`config.mk`:
```
export PLATFORM = sky130hd
export DESIGN_NAME = pi_turn_to_heading_top
export DESIGN_NICKNAME = d
export VERILOG_FILES = /design/src/rtl/core/pth_pkg.sv /design/src/rtl/core/pi_turn_to_heading_top.sv /design/src/rtl/core/pth_cfg.sv /design/src/rtl/core/pth_mul.sv /design/src/rtl/core/pth_core.sv
export SDC_FILE = /design/constraint.sdc
export NUM_CORES = 2
export LEC_CHECK = 0
export BUFFER_PORTS_ARGS = -buffer_cell sky130_fd_sc_hd__buf_2
export CORE_UTILIZATION = 35
export CTS_BUF_LIST = sky130_fd_sc_hd__clkbuf_8
export CTS_CLUSTER_SIZE = 10
export DETAILED_ROUTE_END_ITERATION = 7
export SETUP_SLACK_MARGIN = 0.5
export SLEW_MARGIN = 20
export SYNTH_ARGS = -nofsm -noshare
export SYNTH_HDL_FRONTEND = slang
export SYNTH_SLANG_ARGS = --single-unit
```
`constraint.sdc`:
```
create_clock -name i_clk -period 10.2 [get_ports i_clk]
set_input_delay 0.51 -clock i_clk [delete_from_list [all_inputs] [get_ports i_clk]]
set_output_delay 0.51 -clock i_clk [all_outputs]
set_load 0.03 [all_outputs]
```
`src/rtl/core/pth_pkg.sv`:
```
package pth_pkg;

    localparam int ANG_W   = 18;
    localparam int ERR_W   = 20;
    localparam int ACC_W   = 40;
    localparam int ACC_HW  = ACC_W / 2;
    localparam int DB_W    = 17;
    localparam int GAIN_W  = 16;
    localparam int DRV_W   = 16;
    localparam int MA_W    = ERR_W + 1;
    localparam int MB_W    = GAIN_W + 1;
    localparam int PROD_W  = MA_W + MB_W;
    localparam int SUM_W   = 59;
    localparam int P_SHIFT = 16;
    localparam int I_SHIFT = ACC_HW;
    localparam int RND_SH  = 20;
    localparam int DFULL_W = SUM_W - RND_SH;
    localparam int IDX_W   = 2;

    localparam logic [DB_W-1:0]   DEADBAND_RST   = DB_W'(64);
    localparam logic [GAIN_W-1:0] CYCLE_TIME_RST = GAIN_W'(1311);

    typedef enum logic [1:0] {
        MODE_START = 2'd0,
        MODE_STEP  = 2'd1,
        MODE_STOP  = 2'd2,
        MODE_RSVD  = 2'd3
    } t_mode;

    typedef enum logic [IDX_W-1:0] {
        REG_DEADBAND   = 2'd0,
        REG_P_GAIN     = 2'd1,
        REG_I_GAIN     = 2'd2,
        REG_CYCLE_TIME = 2'd3
    } t_reg_idx;

    typedef struct packed {
        logic [DB_W-1:0]   deadband;
        logic [GAIN_W-1:0] p_gain;
        logic [GAIN_W-1:0] i_gain;
        logic [GAIN_W-1:0] cycle_time;
    } t_cfg;

    typedef struct packed {
        logic signed [DRV_W-1:0] drive;
        logic                    turning;
        logic                    reached;
    } t_res;

endpackage

```
`src/rtl/core/pi_turn_to_heading_top.sv`:
```
// PI heading controller with deadband.
// Input channel: i_in_valid / o_in_stall with i_mode, i_gyro_angle and
// i_target_angle; a transfer happens on a clock edge with valid high and
// stall low. Mode 0 starts a turn, mode 1 runs one control step, mode 2 stops.
// Output channel: o_out_valid / i_out_stall with o_drive, o_turning and
// o_reached; every input item gives exactly one result.
// Configuration: i_cfg_valid / o_cfg_ready with i_cfg_index and i_cfg_data;
// ready is always high. Index 0 deadband, 1 p_gain, 2 i_gain, 3 cycle_time.
// Start, stop and deadband-reached items, and steps with no turn active, go
// from the evaluate state straight to the output hold state; a full control
// step uses the single shared 21x17 multiplier four times, then the wide sum.
// One item is in work at a time; o_in_stall is high until its result has
// moved into the output register, so the next transfer is taken the cycle
// after that.
// A stalled result holds in the output register; the block then waits with
// its next result and stalls its input.
// Reset clears the turn state and integral and loads the register defaults.
module pi_turn_to_heading_top
    import pth_pkg::*;
(
    input  logic                    i_clk,
    input  logic                    i_rst_n,
    input  logic                    i_in_valid,
    output logic                    o_in_stall,
    input  logic [1:0]              i_mode,
    input  logic signed [ANG_W-1:0] i_gyro_angle,
    input  logic signed [ANG_W-1:0] i_target_angle,
    output logic                    o_out_valid,
    input  logic                    i_out_stall,
    output logic signed [DRV_W-1:0] o_drive,
    output logic                    o_turning,
    output logic                    o_reached,
    input  logic                    i_cfg_valid,
    output logic                    o_cfg_ready,
    input  logic [IDX_W-1:0]        i_cfg_index,
    input  logic [31:0]             i_cfg_data
);

    t_cfg                     cfg;
    t_res                     res;
    logic signed [MA_W-1:0]   mul_a;
    logic signed [MB_W-1:0]   mul_b;
    logic signed [PROD_W-1:0] prod;

    assign o_cfg_ready = 1'b1;

    pth_cfg u_cfg (
        .i_clk       (i_clk),
        .i_rst_n     (i_rst_n),
        .i_cfg_valid (i_cfg_valid),
        .i_cfg_index (i_cfg_index),
        .i_cfg_data  (i_cfg_data),
        .o_cfg       (cfg)
    );

    pth_mul u_mul (
        .i_clk  (i_clk),
        .i_a    (mul_a),
        .i_b    (mul_b),
        .o_prod (prod)
    );

    pth_core u_core (
        .i_clk          (i_clk),
        .i_rst_n        (i_rst_n),
        .i_cfg          (cfg),
        .i_in_valid     (i_in_valid),
        .o_in_stall     (o_in_stall),
        .i_mode         (i_mode),
        .i_gyro_angle   (i_gyro_angle),
        .i_target_angle (i_target_angle),
        .o_mul_a        (mul_a),
        .o_mul_b        (mul_b),
        .i_prod         (prod),
        .o_out_valid    (o_out_valid),
        .i_out_stall    (i_out_stall),
        .o_res          (res)
    );

    assign o_drive   = res.drive;
    assign o_turning = res.turning;
    assign o_reached = res.reached;

endmodule

```
`src/rtl/core/pth_cfg.sv`:
```
module pth_cfg
    import pth_pkg::*;
(
    input  logic             i_clk,
    input  logic             i_rst_n,
    input  logic             i_cfg_valid,
    input  logic [IDX_W-1:0] i_cfg_index,
    input  logic [31:0]      i_cfg_data,
    output t_cfg             o_cfg
);

    t_cfg r_cfg;
    t_cfg n_cfg;

    always_comb begin
        n_cfg = r_cfg;
        if (i_cfg_valid) begin
            unique case (t_reg_idx'(i_cfg_index))
                REG_DEADBAND:   n_cfg.deadband   = i_cfg_data[DB_W-1:0];
                REG_P_GAIN:     n_cfg.p_gain     = i_cfg_data[GAIN_W-1:0];
                REG_I_GAIN:     n_cfg.i_gain     = i_cfg_data[GAIN_W-1:0];
                REG_CYCLE_TIME: n_cfg.cycle_time = i_cfg_data[GAIN_W-1:0];
                default:        n_cfg = r_cfg;
            endcase
        end
    end

    always_ff @(posedge i_clk) begin
        if (!i_rst_n) begin
            r_cfg.deadband   <= DEADBAND_RST;
            r_cfg.p_gain     <= '0;
            r_cfg.i_gain     <= '0;
            r_cfg.cycle_time <= CYCLE_TIME_RST;
        end else begin
            r_cfg <= n_cfg;
        end
    end

    assign o_cfg = r_cfg;

endmodule

```
`src/rtl/core/pth_mul.sv`:
```
module pth_mul
    import pth_pkg::*;
(
    input  logic                     i_clk,
    input  logic signed [MA_W-1:0]   i_a,
    input  logic signed [MB_W-1:0]   i_b,
    output logic signed [PROD_W-1:0] o_prod
);

    logic signed [PROD_W-1:0] r_prod;

    always_ff @(posedge i_clk) begin
        r_prod <= i_a * i_b;
    end

    assign o_prod = r_prod;

endmodule

```
`src/rtl/core/pth_core.sv`:
```
module pth_core
    import pth_pkg::*;
(
    input  logic                     i_clk,
    input  logic                     i_rst_n,
    input  t_cfg                     i_cfg,
    input  logic                     i_in_valid,
    output logic                     o_in_stall,
    input  logic [1:0]               i_mode,
    input  logic signed [ANG_W-1:0]  i_gyro_angle,
    input  logic signed [ANG_W-1:0]  i_target_angle,
    output logic signed [MA_W-1:0]   o_mul_a,
    output logic signed [MB_W-1:0]   o_mul_b,
    input  logic signed [PROD_W-1:0] i_prod,
    output logic                     o_out_valid,
    input  logic                     i_out_stall,
    output t_res                     o_res
);

    typedef enum logic [8:0] {
        S_IDLE = 9'b000000001,
        S_EVAL = 9'b000000010,
        S_MCT  = 9'b000000100,
        S_ACC  = 9'b000001000,
        S_MIL  = 9'b000010000,
        S_MIH  = 9'b000100000,
        S_SUM  = 9'b001000000,
        S_RND  = 9'b010000000,
        S_HOLD = 9'b100000000
    } t_state;

    t_state                   r_state, n_state;
    logic                     r_active, n_active;
    logic signed [ANG_W-1:0]  r_goal, n_goal;
    logic signed [ANG_W-1:0]  r_ref, n_ref;
    logic signed [ACC_W-1:0]  r_acc, n_acc;
    logic signed [ERR_W-1:0]  r_err, n_err;
    logic signed [SUM_W-1:0]  r_sum, n_sum;
    t_mode                    r_mode;
    logic signed [ANG_W-1:0]  r_angle;
    logic signed [ANG_W-1:0]  r_target;
    t_res                     r_res, n_res;
    t_res                     r_out;
    logic                     r_out_valid;

    logic                     accept;
    logic                     out_load;
    logic signed [ERR_W-1:0]  err;
    logic [ERR_W-1:0]         mag;
    logic                     in_band;
    logic signed [ACC_W:0]    acc_sum;
    logic signed [ACC_W-1:0]  acc_sat;
    logic signed [SUM_W-1:0]  prod_ext;
    logic signed [SUM_W-1:0]  rnd;
    logic signed [DFULL_W-1:0] drv_full;
    logic signed [DRV_W-1:0]  drv_sat;

    assign accept     = i_in_valid && (r_state == S_IDLE);
    assign o_in_stall = (r_state != S_IDLE);
    assign out_load   = (r_state == S_HOLD) && (!r_out_valid || !i_out_stall);

    assign err = ERR_W'(r_goal) - ERR_W'(r_angle) + ERR_W'(r_ref);
    assign mag = err[ERR_W-1] ? ERR_W'(-err) : ERR_W'(err);
    assign in_band = (mag <= ERR_W'(i_cfg.deadband));

    assign acc_sum = (ACC_W+1)'(r_acc) + (ACC_W+1)'(i_prod);
    always_comb begin
        if (acc_sum[ACC_W] != acc_sum[ACC_W-1]) begin
            acc_sat = acc_sum[ACC_W] ? {1'b1, {(ACC_W-1){1'b0}}}
                                     : {1'b0, {(ACC_W-1){1'b1}}};
        end else begin
            acc_sat = acc_sum[ACC_W-1:0];
        end
    end

    assign prod_ext = SUM_W'(i_prod);
    assign rnd      = r_sum + (SUM_W'(1) <<< (RND_SH - 1));
    assign drv_full = rnd[SUM_W-1:RND_SH];

    always_comb begin
        if (!drv_full[DFULL_W-1] && (|drv_full[DFULL_W-2:DRV_W-1])) begin
            drv_sat = {1'b0, {(DRV_W-1){1'b1}}};
        end else if (drv_full[DFULL_W-1] && !(&drv_full[DFULL_W-2:DRV_W-1])) begin
            drv_sat = {1'b1, {(DRV_W-1){1'b0}}};
        end else begin
            drv_sat = drv_full[DRV_W-1:0];
        end
    end

    // shared multiplier operand select
    always_comb begin
        o_mul_a = MA_W'(r_err);
        o_mul_b = MB_W'(i_cfg.cycle_time);
        case (r_state)
            S_ACC: begin
                o_mul_b = MB_W'(i_cfg.p_gain);
            end
            S_MIL: begin
                o_mul_a = $signed({1'b0, r_acc[ACC_HW-1:0]});
                o_mul_b = MB_W'(i_cfg.i_gain);
            end
            S_MIH: begin
                o_mul_a = MA_W'($signed(r_acc[ACC_W-1:ACC_HW]));
                o_mul_b = MB_W'(i_cfg.i_gain);
            end
            default: begin
                o_mul_a = MA_W'(r_err);
                o_mul_b = MB_W'(i_cfg.cycle_time);
            end
        endcase
    end

    always_comb begin
        n_state  = r_state;
        n_active = r_active;
        n_goal   = r_goal;
        n_ref    = r_ref;
        n_acc    = r_acc;
        n_err    = r_err;
        n_sum    = r_sum;
        n_res    = r_res;
        unique case (r_state)
            S_IDLE: begin
                if (accept) begin
                    n_state = S_EVAL;
                end
            end
            S_EVAL: begin
                n_res.drive   = '0;
                n_res.reached = 1'b0;
                n_state       = S_HOLD;
                case (r_mode)
                    MODE_START: begin
                        n_ref    = r_angle;
                        n_goal   = r_target;
                        n_active = 1'b1;
                    end
                    MODE_STOP: begin
                        n_active = 1'b0;
                        n_goal   = '0;
                        n_acc    = '0;
                    end
                    MODE_STEP: begin
                        if (r_active) begin
                            if (in_band) begin
                                n_active      = 1'b0;
                                n_goal        = '0;
                                n_acc         = '0;
                                n_res.reached = 1'b1;
                            end else begin
                                n_err   = err;
                                n_state = S_MCT;
                            end
                        end
                    end
                    default: begin
                        n_active = r_active;
                    end
                endcase
                n_res.turning = n_active;
            end
            S_MCT: begin
                n_state = S_ACC;
            end
            S_ACC: begin
                n_acc   = acc_sat;
                n_state = S_MIL;
            end
            S_MIL: begin
                n_sum   = prod_ext <<< P_SHIFT;
                n_state = S_MIH;
            end
            S_MIH: begin
                n_sum   = r_sum + prod_ext;
                n_state = S_SUM;
            end
            S_SUM: begin
                n_sum   = r_sum + (prod_ext <<< I_SHIFT);
                n_state = S_RND;
            end
            S_RND: begin
                n_res.drive = drv_sat;
                n_state     = S_HOLD;
            end
            S_HOLD: begin
                if (out_load) begin
                    n_state = S_IDLE;
                end
            end
            default: begin
                n_state = S_IDLE;
            end
        endcase
    end

    always_ff @(posedge i_clk) begin
        if (!i_rst_n) begin
            r_state     <= S_IDLE;
            r_active    <= 1'b0;
            r_goal      <= '0;
            r_ref       <= '0;
            r_acc       <= '0;
            r_out_valid <= 1'b0;
        end else begin
            r_state  <= n_state;
            r_active <= n_active;
            r_goal   <= n_goal;
            r_ref    <= n_ref;
            r_acc    <= n_acc;
            if (out_load) begin
                r_out_valid <= 1'b1;
            end else if (!i_out_stall) begin
                r_out_valid <= 1'b0;
            end
        end
    end

    always_ff @(posedge i_clk) begin
        r_err <= n_err;
        r_sum <= n_sum;
        r_res <= n_res;
        if (accept) begin
            r_mode   <= t_mode'(i_mode);
            r_angle  <= i_gyro_angle;
            r_target <= i_target_angle;
        end
        if (out_load) begin
            r_out <= r_res;
        end
    end

    assign o_out_valid = r_out_valid;
    assign o_res       = r_out;

endmodule
```
==> impl_results.rst <==
.. list-table::
   :header-rows: 1

   * - Metric
     - Value
   * - RR Startpoint
     - u_core.r_state[7]$_SDFFE_PN0P_
   * - Flop-to-flop setup slack
     - 1.25 ns
   * - Delay contributed by the slowest stage of the critical path
     - 0.57 ns
   * - Area share of the largest cell type after synthesis
     - 20.25%
   * - Number of synthesized flops with an enable pin
     - 153
   * - Final setup violation count
     - 0
   * - Switching power share of the total
     - 45.01%
   * - Post-synthesis sequential area ratio
     - 23.86%
   * - Final global-route overflow total
     - 0
   * - Logic depth of the worst register-to-register path
     - 31
   * - FILL cells
     - 10040
   * - Maximum Capacitance Violations
     - 0
   * - Internal power
     - 0.004277 W
   * - Required time of the worst setup path
     - 10.79 ns
   * - Total of buffers placed on input and output ports
     - 81
   * - Number of clock sinks seen by CTS
     - 343
   * - Via count of the routed design
     - 28850
   * - Remaining DRCs
     - 0
   * - Ratio of total power to cell area
     - 201.3 nW/um^2
   * - Stages on the worst setup path
     - 31
   * - Skew final
     - 0.03092 ns
   * - Synthesized instance count
     - 4068
   * - Worst skew pair latency
     - 0.73 ns
   * - Layout Nets
     - 4843
   * - Number of buffers on the longest clock path
     - 3
   * - Crit path capture
     - u_mul.o_prod[37]$_DFF_P_
   * - Share of final-layout standard cells stronger than drive strength 1
     - 6.662%
   * - Die Span Y
     - 319.1 microns
   * - Total power after layout
     - 0.007778 W
   * - Worst slew pin tran
     - 1.057 ns
   * - Worst path slowest cell
     - sky130_fd_sc_hd__fa_1
   * - Post-CTS clock slew at the launch and capture registers of the worst setup and hold paths
     - 0.06 ns
   * - Total routed wirelength
     - 101500 microns
   * - Buffers plus inverters on the worst setup path
     - 5
   * - Number of failing hold endpoints at the final stage
     - 0
   * - Die X-Extent
     - 319.1 microns
   * - Cell taking the most area after synthesis
     - sky130_fd_sc_hd__fa_1
   * - Number of rows created at floorplan
     - 115
   * - Post-layout instance area
     - 38650 sq um
   * - Class of the worst hold path
     - input port to flip-flop
   * - End of the worst register-to-register path
     - u_mul.o_prod[37]$_DFF_P_
   * - Multi-input gate area
     - 24130 sq um
   * - Final worst-path cycle share
     - 87.74%
   * - Final worst path period need
     - 8.950 ns
   * - Post-synthesis register bit count
     - 343
   * - Ys flop type
     - sky130_fd_sc_hd__dfxtp_1
   * - Number of warning messages in the yosys log
     - 0
   * - Family with the most delay on the worst path
     - adder cells
   * - Average wire per standard cell
     - 18.54 microns
   * - Max-slew headroom at the worst pin
     - 28.98%
   * - Final weighted congestion in routability-driven placement
     - 0.9267
   * - Io pins
     - 98
   * - Arrival @ worst endpoint
     - 9.54 ns
   * - Drt pass-1 iters
     - 6
   * - Number of nets with antenna violations after detailed routing
     - 0
   * - Synthesized cell area
     - 35200 sq um
   * - First-pass GRT wire length
     - 160100 microns
   * - Die Outline Area
     - 101800 sq um
   * - Run status
     - complete, no violations
   * - Synth cell types
     - 88
   * - Combinational Power Share
     - 58.3%
   * - Most frequent CP cell
     - sky130_fd_sc_hd__fa_1
   * - Synth-to-layout area growth
     - 9.808%
   * - Category of the critical setup timing path
     - flip-flop to flip-flop
   * - Post-synthesis average cell area
     - 8.652 sq um
   * - Proportion of power drawn by the clock network
     - 17.6%
   * - Setup repair after global routing missed its margin
     - no
   * - Root Driver
     - sky130_fd_sc_hd__clkbuf_8
   * - Switching power
     - 0.003501 W
   * - H-Tree Depth
     - 2
   * - Worst min-delay path startpoint
     - i_cfg_data[16]
   * - Syn_nets
     - 4774
   * - FFs w/ async S/R, synth
     - 0%
   * - Dpl cell area
     - 36960 sq um
   * - Effective utilization at floorplan
     - 35.55%
   * - Static Leakage
     - 17.64 nW
   * - HPWL after detailed placement
     - 78970 microns
   * - Setup crit start
     - u_core.r_state[7]$_SDFFE_PN0P_
   * - CP startpoint kind
     - flip-flop
   * - TritonCTS Buffers
     - 61
   * - Standard cell core area
     - 98990 sq um
   * - Vias per cell
     - 5.269
   * - Setup Total Neg Slack
     - 0 ns
   * - Type of destination of the critical path
     - flip-flop
   * - Pins over their slew limit
     - 0
   * - Pin count of the biggest net entering global routing
     - 85
   * - FMAX
     - 111.7 MHz
   * - CTS tree
     - done
   * - Max VDD drop
     - 0.1448 mV
   * - Part of the power in registers
     - 24.1%
   * - Initial antenna violation count
     - 2
   * - Number of global-route vias before repair
     - 28680
   * - Leading cell types by total area after synthesis
     - sky130_fd_sc_hd__fa_1, sky130_fd_sc_hd__edfxtp_1, sky130_fd_sc_hd__dfxtp_1
   * - Area occupied by registers
     - 8398 sq um
   * - Largest fanout of any net on the critical path
     - 13
   * - Detailed router's first-iteration violation count
     - 2269
   * - Aggregate global-route resource usage
     - 19.89%
==> layer usage <==
layer	up-vias	part of all wire, %	wire length [microns]	global-route usage (%)
li1	13870	-	-	-
met1	13960	47	47340	27.78
met2	850	44	44460	31.35
met3	171	6.0	6081	2.718
met4	0	3.6	3639	7.009
met5	-	0	0	0
==> through the flow <==
step | setup slack, ns | cells | utilization (%) | hold WS, ns
2_1_floorplan | 1.323 | 4068 | - | 0.4003
3_3_place_gp | 0.9581 | 5323 | 37.33 | 0.4022
3_5_place_dp | 0.9414 | 5323 | 37.33 | 0.4045
4_1_cts | 0.8938 | 5475 | 39.01 | 0.004406
5_1_grt | 0.6554 | 5476 | 39.04 | 0.03333
6_report | 1.250 | 5476 | 39.04 | 0.04597
==> flip-flops by register name, summed over array words and instances, names as in the netlist <==
register	flops
u_core.r_goal	18
u_core.r_mode	2
u_core.r_state	9
u_core.o_res	18
u_core.r_sum	59
u_core.r_res	18
u_core.r_active	1
u_core.r_acc	40
u_cfg.o_cfg	65
u_core.o_out_valid	1
u_core.r_target	18
u_core.r_err	20
u_core.r_ref	18
u_core.r_angle	18
u_mul.o_prod	38
==> cells in the mapped netlist, drive strengths merged, types with 24 or more instances <==
cell type	count
inv	565
nand2	550
fa	356
nor2	323
ha	273
a21oi	256
dfxtp	190
o21ai	166
edfxtp	153
clkbuf	139
xnor2	127
a21o	114
xor2	76
nand3	71
a22oi	67
nor3	44
and2	42
o2bb2ai	41
a211oi	32
nand4	32
nand2b	31
a22o	26
and3	26
nor2b	24
o21a	24
o21bai	24
==> worst min path at each step <==
stage | to | slack, ns | cells after the start
5_1_grt | u_cfg.o_cfg[64]$_SDFFE_PN0P_ | 0.03 | 3
2_1_floorplan | u_core.o_res[0]$_DFFE_PP_ | 0.40 | 0
6_report | u_cfg.o_cfg[64]$_SDFFE_PN0P_ | 0.05 | 3
3_5_place_dp | u_core.o_res[14]$_DFFE_PP_ | 0.40 | 0
3_3_place_gp | u_core.o_res[5]$_DFFE_PP_ | 0.40 | 0
4_1_cts | u_cfg.o_cfg[64]$_SDFFE_PN0P_ | 0.004 | 3
==> layout by cell type, fill, tap and decap left out, types with 41 or more instances in the layout <==
cell type,instances
sky130_fd_sc_hd__nor2_1,322
sky130_fd_sc_hd__o21ai_0,164
sky130_fd_sc_hd__ha_1,273
sky130_fd_sc_hd__clkbuf_8,69
sky130_fd_sc_hd__edfxtp_1,153
sky130_fd_sc_hd__dfxtp_1,190
sky130_fd_sc_hd__a21o_1,114
sky130_fd_sc_hd__nand3_1,70
sky130_fd_sc_hd__nor3_1,44
sky130_fd_sc_hd__nand2_1,549
sky130_fd_sc_hd__a21oi_1,250
sky130_fd_sc_hd__xor2_1,75
sky130_fd_sc_hd__inv_1,587
sky130_fd_sc_hd__a22oi_1,67
sky130_fd_sc_hd__buf_2,81
sky130_fd_sc_hd__buf_4,41
sky130_fd_sc_hd__fa_1,356
sky130_fd_sc_hd__and2_1,41
sky130_fd_sc_hd__xnor2_1,127
sky130_fd_sc_hd__o2bb2ai_1,41
==> area by class of cell <==
cell class / count / share of cell area, %
Tap cell: 1287 / 4.167
Clock buffer: 69 / 2.457
Timing Repair Buffer: 160 / 2.830
Inverter: 566 / 5.507
Multi-Input combinational cell: 3005 / 62.44
Sequential cell: 343 / 21.73
Clock inverter: 45 / 0.8677
Antenna cell: 1 / 0.006475
==> repair_timing <==
item / in CTS / in global routing
hold buffers: 38 / 0
endpoints found under the hold margin: 38 / 0
setup buffers: 0 / 0
resized for setup: 0 / 2
setup endpoints to repair: 0 / 2
==> power groups by stage <==
stage               sequential (W)  combinational, W  clock, W
global placement           0.00191           0.00443         0
finish                     0.00188           0.00453   0.00137
global route               0.00187           0.00510   0.00147
detailed placement         0.00191           0.00446         0
floorplan                  0.00171           0.00353         0
CTS                        0.00187           0.00450   0.00140
==> worst register-to-register path: cells and delay by family, from the launching register on <==
family,cells,cell delay [ns]
XOR/XNOR,1,0.07
AO/OA/AOI/OAI,11,3.01
adder cells (fa/ha/maj),7,3.56
AND/OR/NAND/NOR,7,1.11
buffers and inverters,5,0.68
flip-flops,1,0.44
==> kinds of logic (layout without fill, tap and decap cells) <==
kind of cell    after synthesis  after routing  synth area share (%)
xor+xnor                    203            203                 5.052
compound gates              912            912                 17.06
fa+ha+maj                   629            629                 29.95
mux                           5              5                0.1422
other cells                   1              2               0.01065
flops                       343            343                 23.86
simple gates               1255           1255                 16.13
buf+inv                     720            840                 7.782
Note: power is estimated with default switching activity, not from simulation.
